**config.mk**
```make
export PLATFORM = sky130hd
export DESIGN_NAME = linear_interp_resampler
export DESIGN_NICKNAME = d
export VERILOG_FILES = /design/src/lir_pkg.sv /design/src/lir_ctrl.sv /design/src/lir_dpath.sv /design/src/linear_interp_resampler.sv
export VERILOG_INCLUDE_DIRS = /design/src /design/src/src
export SDC_FILE = /design/constraint.sdc
export NUM_CORES = 1
export LEC_CHECK = 0
export ABC_CLOCK_PERIOD_IN_PS = 16100
export BUFFER_PORTS_ARGS = -buffer_cell sky130_fd_sc_hd__buf_2
export CAP_MARGIN = 20
export CORE_ASPECT_RATIO = 1.25
export CORE_MARGIN = 1
export CORE_UTILIZATION = 40
export DETAILED_ROUTE_END_ITERATION = 7
export PLACE_DENSITY_LB_ADDON = 0.2
export RECOVER_POWER = 100
export SYNTH_ARGS = -nofsm -noshare
export SYNTH_HDL_FRONTEND = slang
export SYNTH_SLANG_ARGS = --single-unit
export TNS_END_PERCENT = 1
```
**constraint.sdc**
```tcl
create_clock -name clk_i -period 16.1 [get_ports clk_i]
set_clock_uncertainty 0.2 [all_clocks]
set_input_delay 3.22 -clock clk_i [delete_from_list [all_inputs] [get_ports clk_i]]
set_output_delay 3.22 -clock clk_i [all_outputs]
set_load 0.02 [all_outputs]
```
**src/linear_interp_resampler_assert.svh**
```systemverilog
// assertion macros shared by the resampler modules
`ifndef LINEAR_INTERP_RESAMPLER_ASSERT_SVH
`define LINEAR_INTERP_RESAMPLER_ASSERT_SVH

// condition must hold in the same cycle as the trigger
`define LIR_ASSERT_NOW(lbl, ante, cons, msg) \
  lbl: assert property (@(posedge clk_i) disable iff (!rst_ni) (ante) |-> (cons)) \
    else $error(msg);

// condition must hold in the cycle after the trigger
`define LIR_ASSERT_NEXT(lbl, ante, cons, msg) \
  lbl: assert property (@(posedge clk_i) disable iff (!rst_ni) (ante) |=> (cons)) \
    else $error(msg);

`endif

```
**src/lir_pkg.sv**
```systemverilog
// shared constants and controller/datapath interface types for the resampler
`default_nettype none

package lir_pkg;

  localparam int unsigned SAMPLE_W = 16;
  localparam int unsigned RATE_W   = 18;
  localparam int unsigned NUM_W    = 36;

  // q16 constants
  localparam logic [RATE_W-1:0] Q_ONE        = 18'd65536;
  localparam logic [RATE_W:0]   Q_TWO        = 19'd131072;
  localparam logic [RATE_W-1:0] RATE_OFF_MAX = 18'd655;
  localparam logic [RATE_W-1:0] RATE_LOW     = 18'd2048;
  localparam logic [RATE_W-1:0] RATE_HIGH    = 18'd131072;

  // saturation limits of the output sample
  localparam logic signed [19:0] SAT_POS = 20'sd32767;
  localparam logic signed [19:0] SAT_NEG = -20'sd32768;

  // commands from the controller to the datapath
  typedef struct packed {
    logic load_in;
    logic start_chunk;
    logic skip;
    logic step_done;
    logic mul;
    logic round;
    logic flush;
    logic echo;
  } cmd_t;

  // status from the datapath to the controller
  typedef struct packed {
    logic first_pending;
    logic chunk_off;
    logic last;
    logic cfg_off;
    logic loop_go;
    logic next_go;
    logic need_push;
    logic held_valid;
    logic out_free;
  } sts_t;

endpackage

`default_nettype wire

```
**src/lir_ctrl.sv**
```systemverilog
// controller state machine sequencing one input item through the datapath
`default_nettype none
`include "linear_interp_resampler_assert.svh"

module lir_ctrl import lir_pkg::*; (
  input  wire logic clk_i,
  input  wire logic rst_ni,
  input  wire logic in_valid_i,
  output logic      in_ready_o,
  input  wire sts_t sts_i,
  output cmd_t      cmd_o
);

  typedef enum logic [2:0] {
    S_IDLE,
    S_DECIDE,
    S_MUL,
    S_ROUND,
    S_FLUSH,
    S_ECHO
  } state_e;

  state_e state_q, state_d;
  logic   in_ready_q;

  // next state and commands
  always_comb begin
    state_d = state_q;
    cmd_o   = '0;
    case (state_q)
      S_IDLE: begin
        if (in_valid_i && in_ready_q) begin
          cmd_o.load_in = 1'b1;
          state_d       = S_DECIDE;
        end
      end
      S_DECIDE: begin
        if (sts_i.first_pending) begin
          cmd_o.start_chunk = 1'b1;
          state_d = (sts_i.last && !sts_i.cfg_off) ? S_ECHO : S_IDLE;
        end else if (sts_i.chunk_off) begin
          cmd_o.skip = 1'b1;
          state_d    = S_IDLE;
        end else if (sts_i.loop_go) begin
          state_d = S_MUL;
        end else if (sts_i.last) begin
          state_d = S_FLUSH;
        end else begin
          cmd_o.step_done = 1'b1;
          state_d         = S_IDLE;
        end
      end
      S_MUL: begin
        cmd_o.mul = 1'b1;
        state_d   = S_ROUND;
      end
      S_ROUND: begin
        if (!sts_i.need_push || sts_i.out_free) begin
          cmd_o.round = 1'b1;
          state_d     = sts_i.next_go ? S_MUL : S_DECIDE;
        end
      end
      S_FLUSH: begin
        if (!sts_i.held_valid || sts_i.out_free) begin
          cmd_o.flush = 1'b1;
          state_d     = S_IDLE;
        end
      end
      S_ECHO: begin
        if (sts_i.out_free) begin
          cmd_o.echo = 1'b1;
          state_d    = S_IDLE;
        end
      end
      default: begin
        state_d = S_IDLE;
      end
    endcase
  end

  // state and registered ready
  always_ff @(posedge clk_i or negedge rst_ni) begin
    if (!rst_ni) begin
      state_q    <= S_IDLE;
      in_ready_q <= 1'b1;
    end else begin
      state_q    <= state_d;
      in_ready_q <= (state_d == S_IDLE);
    end
  end

  assign in_ready_o = in_ready_q;

  `LIR_ASSERT_NOW(a_ready_idle, in_ready_q, state_q == S_IDLE, "ready outside idle")
  `LIR_ASSERT_NEXT(a_mul_round, state_q == S_MUL, state_q == S_ROUND, "mul not followed by round")
  `LIR_ASSERT_NEXT(a_round_hold, (state_q == S_ROUND) && !cmd_o.round, state_q == S_ROUND,
                   "stalled round left its state")

endmodule

`default_nettype wire

```
**src/lir_dpath.sv**
```systemverilog
// datapath: chunk state, interpolation multiply, rounding, hold stage and output register
`default_nettype none
`include "linear_interp_resampler_assert.svh"

module lir_dpath import lir_pkg::*; (
  input  wire logic                       clk_i,
  input  wire logic                       rst_ni,
  input  wire logic                       cfg_we_i,
  input  wire logic        [RATE_W-1:0]   rate_q16_i,
  input  wire logic signed [SAMPLE_W-1:0] sample_in_i,
  input  wire logic                       last_in_i,
  input  wire cmd_t                       cmd_i,
  output sts_t                            sts_o,
  input  wire logic                       out_ready_i,
  output logic                            out_valid_o,
  output logic signed [SAMPLE_W-1:0]      sample_out_o,
  output logic                            last_out_o
);

  logic        [RATE_W-1:0]   rate_cfg_q;
  logic        [RATE_W-1:0]   chunk_rate_q;
  logic                       chunk_off_q;
  logic                       first_pending_q;
  logic        [RATE_W-1:0]   phase_q;
  logic signed [SAMPLE_W-1:0] prev_q;
  logic                       held_valid_q;
  logic signed [SAMPLE_W-1:0] held_value_q;
  logic signed [SAMPLE_W-1:0] sample_q;
  logic                       last_q;
  logic signed [NUM_W-1:0]    num_q;
  logic                       out_valid_q;
  logic signed [SAMPLE_W-1:0] out_sample_q;
  logic                       out_last_q;

  logic        [RATE_W-1:0]   rate_clamp;
  logic        [RATE_W:0]     sum_pr;
  logic        [RATE_W:0]     sum_prr;
  logic                       delay;
  logic                       out_free;
  logic signed [16:0]         diff;
  logic signed [18:0]         frac_s;
  logic signed [NUM_W-1:0]    base;
  logic signed [NUM_W-1:0]    prod;
  logic signed [19:0]         q_floor;
  logic signed [19:0]         q_trunc;
  logic                       round_up;
  logic signed [SAMPLE_W-1:0] interp_v;
  logic                       push;
  logic signed [SAMPLE_W-1:0] push_val;
  logic                       push_last;

  // rate clamp for a new chunk
  always_comb begin
    if (rate_cfg_q < RATE_LOW) begin
      rate_clamp = RATE_LOW;
    end else if (rate_cfg_q > RATE_HIGH) begin
      rate_clamp = RATE_HIGH;
    end else begin
      rate_clamp = rate_cfg_q;
    end
  end

  // loop conditions on the current and the next position
  assign sum_pr  = {1'b0, phase_q} + {1'b0, chunk_rate_q};
  assign sum_prr = sum_pr + {1'b0, chunk_rate_q};
  assign delay   = last_q || (chunk_rate_q > Q_ONE);
  assign out_free = !out_valid_q || out_ready_i;

  always_comb begin
    sts_o.first_pending = first_pending_q;
    sts_o.chunk_off     = chunk_off_q;
    sts_o.last          = last_q;
    sts_o.cfg_off       = (rate_cfg_q <= RATE_OFF_MAX);
    sts_o.loop_go       = last_q ? (sum_pr <= Q_TWO) : (phase_q < Q_ONE);
    sts_o.next_go       = last_q ? (sum_prr <= Q_TWO) : (sum_pr < {1'b0, Q_ONE});
    sts_o.need_push     = delay ? held_valid_q : 1'b1;
    sts_o.held_valid    = held_valid_q;
    sts_o.out_free      = out_free;
  end

  // interpolation numerator: a*65536 + (b - a)*f
  assign diff   = {sample_q[SAMPLE_W-1], sample_q} - {prev_q[SAMPLE_W-1], prev_q};
  assign frac_s = {1'b0, phase_q};
  assign base   = {{4{prev_q[SAMPLE_W-1]}}, prev_q, 16'd0};
  assign prod   = diff * frac_s;

  // divide by 65536 toward zero, then saturate
  assign q_floor  = num_q[NUM_W-1:16];
  assign round_up = num_q[NUM_W-1] && (|num_q[15:0]);
  assign q_trunc  = q_floor + {19'd0, round_up};

  always_comb begin
    if (q_trunc > SAT_POS) begin
      interp_v = SAT_POS[SAMPLE_W-1:0];
    end else if (q_trunc < SAT_NEG) begin
      interp_v = SAT_NEG[SAMPLE_W-1:0];
    end else begin
      interp_v = q_trunc[SAMPLE_W-1:0];
    end
  end

  // choose what goes to the output register
  always_comb begin
    push      = 1'b0;
    push_val  = held_value_q;
    push_last = 1'b0;
    if (cmd_i.round) begin
      if (delay) begin
        push = held_valid_q;
      end else begin
        push     = 1'b1;
        push_val = interp_v;
      end
    end
    if (cmd_i.flush) begin
      push      = held_valid_q;
      push_last = 1'b1;
    end
    if (cmd_i.echo) begin
      push      = 1'b1;
      push_val  = sample_q;
      push_last = 1'b1;
    end
  end

  // chunk control state
  always_ff @(posedge clk_i or negedge rst_ni) begin
    if (!rst_ni) begin
      rate_cfg_q      <= Q_ONE;
      chunk_rate_q    <= Q_ONE;
      chunk_off_q     <= 1'b0;
      first_pending_q <= 1'b1;
      phase_q         <= '0;
      prev_q          <= '0;
      held_valid_q    <= 1'b0;
      out_valid_q     <= 1'b0;
    end else begin
      if (cfg_we_i) begin
        rate_cfg_q <= rate_q16_i;
      end
      if (cmd_i.start_chunk) begin
        chunk_rate_q    <= rate_clamp;
        chunk_off_q     <= (rate_cfg_q <= RATE_OFF_MAX);
        prev_q          <= sample_q;
        phase_q         <= '0;
        held_valid_q    <= 1'b0;
        first_pending_q <= last_q;
      end
      if (cmd_i.skip) begin
        prev_q <= sample_q;
        if (last_q) begin
          first_pending_q <= 1'b1;
        end
      end
      if (cmd_i.step_done) begin
        phase_q <= phase_q - Q_ONE;
        prev_q  <= sample_q;
      end
      if (cmd_i.round) begin
        phase_q <= sum_pr[RATE_W-1:0];
        if (delay) begin
          held_valid_q <= 1'b1;
        end
      end
      if (cmd_i.flush) begin
        held_valid_q    <= 1'b0;
        phase_q         <= '0;
        prev_q          <= sample_q;
        first_pending_q <= 1'b1;
      end
      if (push) begin
        out_valid_q <= 1'b1;
      end else if (out_ready_i) begin
        out_valid_q <= 1'b0;
      end
    end
  end

  // payload registers
  always_ff @(posedge clk_i) begin
    if (cmd_i.load_in) begin
      sample_q <= sample_in_i;
      last_q   <= last_in_i;
    end
    if (cmd_i.mul) begin
      num_q <= base + prod;
    end
    if (cmd_i.round && delay) begin
      held_value_q <= interp_v;
    end
    if (push) begin
      out_sample_q <= push_val;
      out_last_q   <= push_last;
    end
  end

  assign out_valid_o  = out_valid_q;
  assign sample_out_o = out_sample_q;
  assign last_out_o   = out_last_q;

  `LIR_ASSERT_NOW(a_push_free, push, out_free, "item pushed onto a full output register")
  `LIR_ASSERT_NEXT(a_flush_clear, cmd_i.flush, !held_valid_q, "held item survived flush")
  `LIR_ASSERT_NOW(a_phase_range, !first_pending_q, phase_q < 18'd196608,
                  "phase beyond three samples")

endmodule

`default_nettype wire

```
**src/linear_interp_resampler.sv**
```systemverilog
// Linear interpolation sample-rate converter, top level.
// Input channel: in_valid_i/in_ready_o carry one signed 16-bit sample
// (sample_in_i) with last_in_i marking the final sample of a chunk.
// Output channel: out_valid_o/out_ready_i carry interpolated samples
// (sample_out_o) with last_out_o on the final output of a chunk.
// rate_q16_i is written by cfg_we_i; the user must write it only while idle,
// as the block itself does not enforce this. It is sampled as unsigned Q16
// when the first sample of a chunk arrives and holds for that chunk.
// Sequence: an item is taken in idle and decoded in the next cycle. Each
// output then takes a multiply step and a round-and-saturate step, one more
// decode follows the last of them, and an end-of-chunk release follows the
// last output of a chunk. One multiplier is shared by all outputs, and there
// is a single output register. The input is ready again in the first cycle
// the controller is back in idle.
// Above a rate of 1.0, and while the last sample of a chunk is processed,
// the newest output is held back one step so the last flag can be placed
// on it. A stalled receiver stops the controller at the next push; the
// pending item stays in the output register unchanged.
// Reset returns to idle with rate 1.0, awaiting the first sample of a chunk.
`default_nettype none

module linear_interp_resampler import lir_pkg::*; (
  input  wire logic                       clk_i,
  input  wire logic                       rst_ni,
  input  wire logic                       cfg_we_i,
  input  wire logic        [RATE_W-1:0]   rate_q16_i,
  input  wire logic                       in_valid_i,
  output logic                            in_ready_o,
  input  wire logic signed [SAMPLE_W-1:0] sample_in_i,
  input  wire logic                       last_in_i,
  output logic                            out_valid_o,
  input  wire logic                       out_ready_i,
  output logic signed [SAMPLE_W-1:0]      sample_out_o,
  output logic                            last_out_o
);

  cmd_t cmd;
  sts_t sts;

  // sequencing
  lir_ctrl u_ctrl (
    .clk_i      (clk_i),
    .rst_ni     (rst_ni),
    .in_valid_i (in_valid_i),
    .in_ready_o (in_ready_o),
    .sts_i      (sts),
    .cmd_o      (cmd)
  );

  // arithmetic and storage
  lir_dpath u_dpath (
    .clk_i        (clk_i),
    .rst_ni       (rst_ni),
    .cfg_we_i     (cfg_we_i),
    .rate_q16_i   (rate_q16_i),
    .sample_in_i  (sample_in_i),
    .last_in_i    (last_in_i),
    .cmd_i        (cmd),
    .sts_o        (sts),
    .out_ready_i  (out_ready_i),
    .out_valid_o  (out_valid_o),
    .sample_out_o (sample_out_o),
    .last_out_o   (last_out_o)
  );

endmodule

`default_nettype wire

```
==> results by group, run 1 <==
GRT
  • First-pass GRT wire length: 94100 um
  • Antenna violations before repair: 0
  • Gr ovfl total: 0
  • Overall Global Routing Usage: 0.228
  • Vias in the first global route: ~17000
  • Pin count of the biggest net entering global routing: 79

Timing
  • Slew @ Worst Pin: ~3.6 ns
  • Final setup TNS: 0 ns
  • Final hold viol count: 0
  • Slew HR: -1.39
  • Final period util: 0.648
  • Final-report setup violation count: 0
  • Fmax: 95.9 MHz
  • Pins over their slew limit: 101
  • RSZ-0062 raised after global routing: no
  • Time the worst path needs with I/O delays and setup: 10.43 ns

Setup path
  • Crit-path max cell delay: 1.12 ns
  • CP endpoint kind: flip-flop
  • Worst path top cell family by delay: compound AO/OA/AOI/OAI gates
  • Worst path arrival time: roughly 10 ns
  • Startpoint types: flip-flop
  • CP Launch Point: u_dpath.sample_q[1]
  • WS Path Type: flip-flop to flip-flop
  • Slowest cell on crit path: a31o_1
  • Cell mode on critical path: fa_1
  • Worst Path Buf+Inv: 5
  • Worst-path fanout max: 39
  • RR Startpoint: u_dpath.sample_q[1]
  • R2R Setup Slk: 5.67 ns
  • CP required: 16.11 ns

Drt
  • DR DRC count: 0
  • Iteration-0 DRC Markers: 1002
  • Vias: roughly 16000
  • WL final: between 50000 and 60000 um
  • Wire length per cell: roughly 19 um
  • Routed vias/inst: 5.42
  • Pre-antenna DRT Iters: 5
  • Routed Antenna Nets: 0

Place
  • Port Buffer Count: 58
  • Post-Place Cells: 3008
  • RePlAce Congestion: 0.880
  • DPL Wire Length: approximately 46000 um

Yosys
  • Syn nets: 2839
  • Dominant synthesized flop cell: edfxtp_1
  • Yosys warns: 0
  • Top cells by area, synth: fa_1 (25%), edfxtp_1 (12%), ha_1 (12%), dfrtp_1 (8.8%), inv_1 (7.6%)
  • Post-synthesis sequential area ratio: 0.216
  • Post-Syn Instances: 2344
  • Avg Cell Area, Syn: 8.98 um2
  • Post-synth EDFFs: between 80 and 90
  • Unique masters post-synth: 77
  • Yosys top cell area share: 0.248
  • Flops & latches, synth: 164
  • Most area-hungry cell type in the Yosys netlist: fa_1
  • Cell Area, Synth: ~21000 um2
  • Post-synth ARST share: 0.476

Die
  • Die area: between 50000 and 60000 um2
  • Core Rows: 93
  • I/O pin cnt: 59
  • Initial Util: 0.407
  • Die Span Y: 259 um
  • Die X: 207 um
  • Core area: about 52000 um2

Status
  • Status: complete, but fails checks
  • Failing checks: capacitance limit, slew limit

Clocking
  • Number of CTS-inserted buffers: 17
  • Post-CTS Setup Inserts: 0
  • Clk buf depth: 2
  • Clk_lat worst skew: 0.46 ns
  • Resized cells post-CTS: 0
  • Register clock-pin slew on the reported worst setup and hold paths: 0.08 ns
  • Maximum level of the CTS H-tree: 4
  • TritonCTS clock tree: done
  • Root buffer cell: clkbuf_16
  • CTS sink count: 164
  • Cts hold-fix bufs: 0

Final layout
  • Layout cells sized above 1: 0.0597
  • Layout area overhead: 7.49%
  • NumNets Final: 2860
  • Fill count: 5087
  • Most frequent cells in the layout: inv_1 (428), nand2_1 (288), fa_1 (261)
  • Finished Core Util: 0.437
  • Most common cell after layout, fill and taps aside: inv_1
  • Non-Filler Instances: between 3000 and 4000
  • Ant diodes: 0

Hold path
  • Hold crit path type: flip-flop to flip-flop
  • Min-Delay Startpoint: u_dpath.rate_cfg_q[6]

Run
  • Max cap viols: 2
[cell families after synthesis]
logic type,share of synthesized area
AO/OA/AOI/OAI,0.110
buffers and inverters,0.0938
AND/OR/NAND/NOR,0.175
adder cells (fa/ha/maj),0.363
flip-flops,0.216
XOR/XNOR,0.0291
multiplexers,0.0131
[synthesized netlist by cell type, types with 7 or more instances]
master    instances
inv_1           428
nand2_1         288
fa_1            261
ha_1            194
nand3_1         127
nor2_1          104
and2_1          101
clkbuf_1         87
edfxtp_1         86
o21ai_0          85
dfrtp_1          74
a21oi_1          64
xnor2_1          48
nor2b_1          46
nor3_1           24
a21o_1           22
xor2_1           22
mux2_2           20
a22o_1           16
a311o_1          15
nor4_1           15
a31oi_1          13
and3_1           12
nand4_1          12
or2_2            12
o211ai_1         11
a211oi_1         10
o21a_1           10
o21ai_1          10
a311oi_1          7
nand2b_1          7
[layout make-up]
cell class                 count  area (um2)  area share
tap                          665         832      0.0368
timing repair buffer          97         519      0.0229
clock inverter                14         169     0.00746
multi-input combinational   1657       14500       0.642
sequential                   164        4540       0.201
inverter                     428        1610      0.0710
clock buffer                  17         425      0.0188
[registers in the layout, indices dropped and copies added (netlist names)]
name,flops
u_dpath.num_q,36
u_dpath.chunk_rate_q,18
u_dpath.phase_q,18
u_dpath.rate_cfg_q,18
u_dpath.held_value_q,16
u_dpath.prev_q,16
u_dpath.sample_out_o,16
u_dpath.sample_q,16
u_ctrl.state_q,3
u_ctrl.in_ready_o,1
u_dpath.chunk_off_q,1
u_dpath.first_pending_q,1
u_dpath.held_valid_q,1
u_dpath.last_out_o,1
u_dpath.last_q,1
u_dpath.out_valid_o,1
[worst register-to-register path, delay by kind of cell, from the launching register on]
family / cells / cell delay [ns]
AO/OA/AOI/OAI: 12 / 4.04
XOR/XNOR: 1 / 0.13
adder cells (fa/ha/maj): 8 / 3.78
buffers and inverters: 5 / 0.64
flip-flops: 1 / 0.46
AND/OR/NAND/NOR: 5 / 0.94
[final timing paths]
kind	cells after the start	end
hold / removal	1	u_dpath.chunk_rate_q[6]
max in group asynchronous	2	u_dpath.rate_cfg_q[9]
setup / recovery	31	u_dpath.num_q[35]
hold reg to reg	1	u_dpath.chunk_rate_q[6]
setup reg to reg	31	u_dpath.num_q[35]
min in group asynchronous	1	u_dpath.out_valid_o
[metal layers]
layer,up-vias,global-route usage,wire length [um],part of all wire
met2,371,0.410,29900,0.52
met5,-,0,0,0
met4,0,0.0958,2170,0.037
li1,7692,-,-,-
met1,8329,0.277,23800,0.41
met3,95,0.0246,2100,0.036
[stage by stage]
step	instance area (um2)	hold slack, ns	setup slack [ns]
2_1_floorplan	21100	0.281	7.19
3_3_place_gp	22100	0.291	6.60
3_5_place_dp	22100	0.298	6.53
4_1_cts	22700	0.322	6.51
5_1_grt	22600	0.330	4.92
6_report	22600	0.315	5.67
Power of run 1 is left out: the tool's default activity adds up to more than one toggle a clock period on the data nets, which glitch-free logic cannot reach.
==> inputs of run 2 (changes only) <==
--- a/config.mk
+++ b/config.mk
@@ -6,7 +6,7 @@
 export SDC_FILE = /design/constraint.sdc
 export NUM_CORES = 1
 export LEC_CHECK = 0
-export ABC_CLOCK_PERIOD_IN_PS = 16100
+export ABC_CLOCK_PERIOD_IN_PS = 10300
 export BUFFER_PORTS_ARGS = -buffer_cell sky130_fd_sc_hd__buf_2
 export CAP_MARGIN = 20
 export CORE_ASPECT_RATIO = 1.25
==> constraint.sdc (replaced) <==
create_clock -name clk_i -period 10.3 [get_ports clk_i]
set_clock_uncertainty 0.2 [all_clocks]
set_input_delay 2.06 -clock clk_i [delete_from_list [all_inputs] [get_ports clk_i]]
set_output_delay 2.06 -clock clk_i [all_outputs]
set_load 0.02 [all_outputs]
==> results by group, run 2 (synthesis results as in run 1) <==
Timing
  • RSZ-0062 raised after global routing: no
  • Slew HR: -1.13
  • Final hold viol count: 0
  • Worst setup margin: 0.611 ns
  • Final setup TNS: 0 ns
  • Pins over their slew limit: 97
  • Slew @ Worst Pin: 3.19 ns
  • Final period util: 0.941
  • Final-report setup violation count: 0
  • Time the worst path needs with I/O delays and setup: 9.69 ns
  • Fmax: between 100 and 150 MHz

Final layout
  • Most common cell after layout, fill and taps aside: inv_1
  • Most flop-heavy register: u_dpath.num_q
  • Final Cell Area: 22600 um2
  • Most frequent cells in the layout: inv_1 (428), nand2_1 (288), fa_1 (261)
  • Largest register FFs: 36
  • Fill count: 5141
  • Layout area overhead: 7.39%
  • NumNets Final: 2860
  • Layout cells sized above 1: 0.0597

Clocking
  • Cts hold-fix bufs: 0
  • Resized cells post-CTS: 0
  • Clk buf depth: 2
  • Root buffer cell: clkbuf_16
  • Maximum level of the CTS H-tree: 4
  • Clk_lat worst skew: 0.47 ns
  • CTS sink count: roughly 160
  • Register clock-pin slew on the reported worst setup and hold paths: 0.08 ns
  • TritonCTS clock tree: done
  • Number of CTS-inserted buffers: 17
  • Post-CTS Setup Inserts: 0

Setup path
  • Cell mode on critical path: fa_1
  • RR Startpoint: u_dpath.prev_q[0]
  • Worst setup endpoint: u_dpath.num_q[32]
  • Crit-path max cell delay: roughly 0.65 ns
  • Reg2reg path depth: 32
  • RR Endpoint: u_dpath.num_q[32]
  • Slowest cell on crit path: clkbuf_1
  • CP endpoint kind: flip-flop
  • Worst path arrival time: a little under 10 ns
  • CP Launch Point: u_dpath.prev_q[0]
  • CP required: approximately 10 ns
  • WS Path Type: flip-flop to flip-flop
  • Startpoint types: flip-flop
  • R2R Setup Slk: 0.61 ns
  • Worst-path fanout max: 13

Drt
  • Routed vias/inst: 5.47
  • Pre-antenna DRT Iters: 5
  • Wire length per cell: roughly 19 um
  • WL final: roughly 60000 um
  • Vias: around 17000
  • Routed Antenna Nets: 0
  • DR DRC count: 0
  • Iteration-0 DRC Markers: 1007

Place
  • Port Buffer Count: between 50 and 60
  • RePlAce Congestion: 0.901
  • Pre-CTS setup slack: 0.723 ns
  • Area of placed instances: ~22000 um2
  • DPL Wire Length: 46500 um

GRT
  • Overall Global Routing Usage: 0.228
  • Gr ovfl total: 0
  • Vias in the first global route: between 15000 and 20000
  • Pin count of the biggest net entering global routing: roughly 60
  • First-pass GRT wire length: 94500 um
  • Antenna violations before repair: 0

Die
  • Initial Util: 0.407
  • Core area: 51800 um2
  • I/O pin cnt: 59
  • Core Rows: 93
  • Die X: 207 um
  • Die Span Y: 259 um
  • Die area: 53600 um2

Status
  • Status: complete, but fails checks
  • Failing checks: capacitance limit, slew limit

Hold path
  • Hold crit path type: flip-flop to flip-flop

Run
  • Max cap viols: 2
-- run 2: cell count changes in the layout (fill, tap and decap cells not counted), moves of 2 or more --
| cell | before | now |
|---|---|---|
| inv_6 | 4 | 2 |
| and2_0 | 8 | 5 |
| and2_1 | 93 | 96 |
| a21boi_1 | 0 | 2 |
| inv_8 | 3 | 6 |
| clkinvlp_4 | 1 | 3 |
| a21boi_0 | 4 | 2 |
-- run 2: cell type report --
type                       count  area, um2  share of cell area
inverter                     428       1610              0.0710
clock inverter                15        160             0.00708
sequential                   164       4540               0.201
clock buffer                  17        425              0.0188
multi-input combinational   1657      14500               0.643
tap                          665        832              0.0368
timing repair buffer          97        512              0.0226
antenna                        1       2.50            0.000111
-- run 2: per-layer routing --
metal,share of wire,vias up,global-route usage
met4,0.041,0,0.105
met2,0.52,472,0.418
met1,0.40,8373,0.267
met5,0,-,0
met3,0.044,112,0.0262
li1,-,7701,-
-- run 2: critical path, delay by kind of cell, from the launching register on --
kind,cells,cell delay [ns]
adders and majority gates,9,3.86
AOI/OAI and AO/OA,15,3.16
buffers and inverters,5,0.88
xor gates and xnor gates,2,0.69
DFF,1,0.48
and+or+nand+nor,1,0.15
-- run 2: per-stage QoR --
step,hold WS [ns],std cells,utilization
2_1_floorplan,0.281,2344,-
3_3_place_gp,0.282,3010,0.427
3_5_place_dp,0.296,3010,0.427
4_1_cts,0.313,3042,0.438
5_1_grt,0.334,3043,0.437
6_report,0.311,3044,0.437
-- run 2: worst min-delay path by stage --
stage | cells past startpoint | end | from
floorplan | 1 | u_dpath.prev_q[0] | u_dpath.sample_q[0]
global placement | 2 | u_dpath.phase_q[11] | u_dpath.phase_q[11]
detailed placement | 2 | u_dpath.phase_q[11] | u_dpath.phase_q[11]
CTS | 2 | u_dpath.phase_q[11] | u_dpath.phase_q[11]
global route | 1 | u_dpath.prev_q[0] | u_dpath.sample_q[0]
finish | 2 | u_dpath.phase_q[11] | u_dpath.phase_q[11]
Power of run 2 is left out for the same reason.
